`src/sv/salts_ram.sv`:
```
// Generic simple dual-port RAM with one write port and one registered read port.
`timescale 1ns / 1ps
module salts_ram #(
  parameter int WIDTH = 8,
  parameter int DEPTH = 16
) (
  input  logic                                  clk,
  input  logic                                  we,
  input  logic [(DEPTH > 1 ? $clog2(DEPTH) : 1)-1:0] waddr,
  input  logic [WIDTH-1:0]                      wdata,
  input  logic [(DEPTH > 1 ? $clog2(DEPTH) : 1)-1:0] raddr,
  output logic [WIDTH-1:0]                      rdata
);

  logic [WIDTH-1:0] mem [DEPTH];

  always_ff @(posedge clk) begin
    if (we) begin
      mem[waddr] <= wdata;
    end
    rdata <= mem[raddr];
  end

endmodule

```
`config.mk`:
```
export PLATFORM = sky130hd
export DESIGN_NAME = salts_ram
export DESIGN_NICKNAME = d
export VERILOG_FILES = /design/src/sv/salts_ram.sv
export SDC_FILE = /design/constraint.sdc
export NUM_CORES = 1
export LEC_CHECK = 0
export ABC_AREA = 1
export BUFFER_PORTS_ARGS = -buffer_cell sky130_fd_sc_hd__buf_2
export CAP_MARGIN = 20
export CORE_ASPECT_RATIO = 0.8
export CORE_MARGIN = 2
export CORE_UTILIZATION = 65
export CTS_BUF_LIST = sky130_fd_sc_hd__clkbuf_4 sky130_fd_sc_hd__clkbuf_8
export DETAILED_ROUTE_END_ITERATION = 8
export PLACE_DENSITY = 0.88
export SYNTH_ARGS = -nofsm -noshare
export SYNTH_HDL_FRONTEND = slang
export SYNTH_SLANG_ARGS = --single-unit
```
`constraint.sdc`:
```
create_clock -name clk -period 2.14 [get_ports clk]
set_input_delay 0.642 -clock clk [delete_from_list [all_inputs] [get_ports clk]]
set_output_delay 0.642 -clock clk [all_outputs]
set_load 0.01 [all_outputs]
```
; Yosys cells after proc, flatten, opt, wreduce, memory -nomap -nowiden
; Memories as Yosys holds them, arrays and structs flattened. A register that Yosys moved wholly into a read port is not among the register bits.
; Index checks and enable logic that the tools add are counted.
[word_totals]
regBits = 0
ramBits = 128
in_bits = 18
output_inout_bits = 8
word_cells = 3
memories = 1
[mem_list]
columns = name, words, word_bits, read_ports, rd_ports_with_merged_regs, write_ports, line
row1 = mem, 16, 8, 1, 1, 1, 15  ; logic [WIDTH-1:0] mem [DEPTH];
[op_classes]
n_mux = 2
[ops]
columns = operator, n
row1 = 1-bit two-way mux, 2

; Depth between registers and ports, before layout
[depth]
ltp_word = 2
depth_mapped = 8
mapped_depth_nobuf = 7

; Worst setup path before layout
; OpenSTA, ideal clock, no wires.
[synth_timing]
path_type = input -> register
start = input waddr[2] in the netlist's numbering
end = memory mem[10][0] (enable)
setup_ps = 370
arrival_ps = 1223
required_ps = 1770
slack_ps = 547
cell_stages = 2
n_path_buf = 0
path_cell_list = nand3b_1 nor2_1
[synth_lines]
columns = item, line
row1 = start: declaration, 9  ; input logic [(DEPTH > 1 ? $clog2(DEPTH) : 1)-1:0] waddr,
row2 = end: declaration, 15
; Straight into the memory's write port.

; Worst setup path after layout
[layout_timing]
start = register rdata[5], read port of mem
end = output rdata[5]
[layout_lines]
columns = item, line
row1 = start: declaration, 12  ; output logic [WIDTH-1:0] rdata
; No word-level cell between the ends.

==> reports/metrics.cfg <==
[outcome]
outcome = complete, no violations

[cts]
worstSkewPairLatency_ns = 0.44
htree_num_levels = 4
ctsResizeCount = 0
ctsLongestPathBuffers = 2
clock_sink_count = 136
cts_made_buffers = 17
ctsRootBufferMaster = clkbuf_8
cts_tree = done
cts.clk_slew.worst_paths_ns = 0.07
cts_setup_buffers = 0
hold_buffers = 0

[worst_setup_path]
path_buf_inv = 1
setup.worst_path.end_class = output port
critical_path.startpoint_type = flip-flop
worstPathCellList = buf_2
critical_path_class = flip-flop to output port
data_required_time_of_the_critical_path_ns = 1.50
arrival_time_worst_endpoint_ns = 0.94
critPathMaxStageDelay_ns = 0.37
critical_path_peak_fanout = 1
crit_slowest_cell = dfxtp_1
timing.critical_path.max_delay_family = flip-flops

[grt]
antenna_violations_before_repair = 0
grt_util_all_layers_pct = 30.0
grt_start_max_net_pins = 49
first_global_vias = 3950
grt_remaining_overflow = 0
grt_first_pass_wirelength_mm = 20.5

[sta]
finalCriticalPeriod_ns = 1.58
tightest_slew_ns = 0.670
finalHoldViolations = 0
finClkSkew_ns = 0.0106
totalNegativeSetupSlack_ns = 0
rsz_0062_raised_after_global_routing = false
slew_headroom_pct = 55.2
fmaxAchievable_ghz = 0.631
final-max-slew-violation-count = 0
timing.final.setup_violations = 0
layout_worst_path_cycle_share_pct = 74.0

[finish]
post_layout_nonfiller_instances = 717
layout.filler_cells = 513
post_route_cells_drive_above_1_share_pct = 13.2
multi_input_comb_area_mm2 = 0.00121
finish.net_count = 610
antenna-diode-count = 0
sequential_cell_area_mm2 = 0.00400
area_delta_synth_final_pct = 12.4

[synth]
synth.area.top_cells = edfxtp_1 67%, nand2_1 11%, nand3_1 8.4%, inv_1 6.5%, dfxtp_1 2.8%
synth_largest_area_cell = edfxtp_1
syn-mean-instance-area_um2 = 10.5
post-synth-top-area-fraction_pct = 66.7
synth_cells = 551
ys_top_cells_by_count = 173 x nand2_1, 128 x edfxtp_1, 100 x inv_1
yosys_register_bits = 136
synth_enable_flop_cells = 128
post-synth-top-count-cell = nand2_1
yosysWarnings = 0
seq_area_frac_synth_pct = 69.4
synth_area_mm2 = 0.00577
synthesis.nets = 569
postSynth.topFlopCell = edfxtp_1
yosys.cell_types.count = 12
postSynth.asyncResetShare_pct = 0

[power]
peakVddDrop_mv = 0.673
total_power_w = 0.00563
power.static_leakage_nw = 2.85
power_density_mw_per_mm2 = 868

[routing]
detail_route.drc_violations = 0
wl_per_cell_um = 18.2
via_per_inst = 5.68
drtAntennaViolNets = 0
via_count = 4073
drt_pass_1_iters = 6
total_wire_length_after_detailed_routing_mm = 13.1
drt_iter0_drc = 555

[die]
die_h_um = 88.2
dieArea_mm2 = 0.00965
core.rowCount = 30
chipWidth_um = 109
start_util_pct = 67.4
core_area_mm2 = 0.00856
design.portCount = 26

[placed_design]
place.detailed.hpwl_mm = 8.20
placedCellCount = 685
port-buffer-count = 25
globalplace.congestion = 0.930

[hold_path]
min-delay-path-class = primary input to flip-flop

[job]
max_cap_viol_count = 0

==> where the power goes <==
part / total (W) / internal (W) / switching (W)
clock: 0.00226 / 0.00131 / 0.000953
combinational: 0.000371 / 0.000109 / 0.000262
sequential: 0.00300 / 0.00297 / 0.0000228
total: 0.00563 / 0.00439 / 0.00124
==> cells in the final DEF, fill, tap and decap left out, drive strengths merged <==
| cell type | instances |
|---|---|
| buf | 46 |
| bufinv | 4 |
| clkbuf | 20 |
| clkinv | 6 |
| clkinvlp | 2 |
| dfxtp | 8 |
| edfxtp | 128 |
| inv | 102 |
| nand2 | 173 |
| nand3 | 97 |
| nand3b | 2 |
| nor2 | 17 |
==> metrics by stage <==
stage               hold WS [ns]  setup slack, ns  instance area (um2)  util [%]
floorplan                  0.607            0.547                 5770         -
global placement           0.658            0.308                 6050      70.7
detailed placement         0.664            0.280                 6050      70.7
CTS                        0.551            0.555                 6480      75.7
global route               0.568            0.518                 6480      75.7
finish                     0.568            0.556                 6480      75.7
==> final timing paths <==
check / start / end / slack (ns) / cells after the start
setup / recovery: rdata[5]$_DFF_P_ / rdata[5] / 0.56 / 1
hold / removal: raddr[3] / rdata[3]$_DFF_P_ / 0.57 / 3
setup reg to reg: mem[9][1]$_DFFE_PP_ / rdata[1]$_DFF_P_ / 1.06 / 6
hold reg to reg: mem[12][5]$_DFFE_PP_ / rdata[5]$_DFF_P_ / 0.71 / 6
==> flip-flops by register name, indices dropped and copies added, names as in the netlist <==
name,cells
rdata,8
mem,128
==> kinds of logic (layout without fill, tap and decap cells) <==
| logic type | after synthesis | count (layout) | share of synthesized area (%) |
|---|---|---|---|
| flops | 136 | 136 | 69.4 |
| buf+inv | 126 | 180 | 9.52 |
| simple gates | 289 | 289 | 21.0 |
==> per-layer routing <==
metal | wire (um) | vias to the layer above | part of all wire, % | track usage (%)
met5 | 0 | - | 0 | 0
met2 | 6090 | 269 | 47 | 46.1
met4 | 266 | 0 | 2.0 | 10.5
met1 | 5280 | 1913 | 40 | 42.2
li1 | - | 1853 | - | -
met3 | 1440 | 38 | 11 | 8.25
==> final cells by class <==
cell class	instances	area share, %
clock buffer	20	3.96
clock inverter	12	2.72
inverter	102	5.91
multi-input combinational	289	18.7
sequential	136	61.8
tap	112	2.16
timing repair buffer	46	4.75
Note: power is estimated with default switching activity, not from simulation.
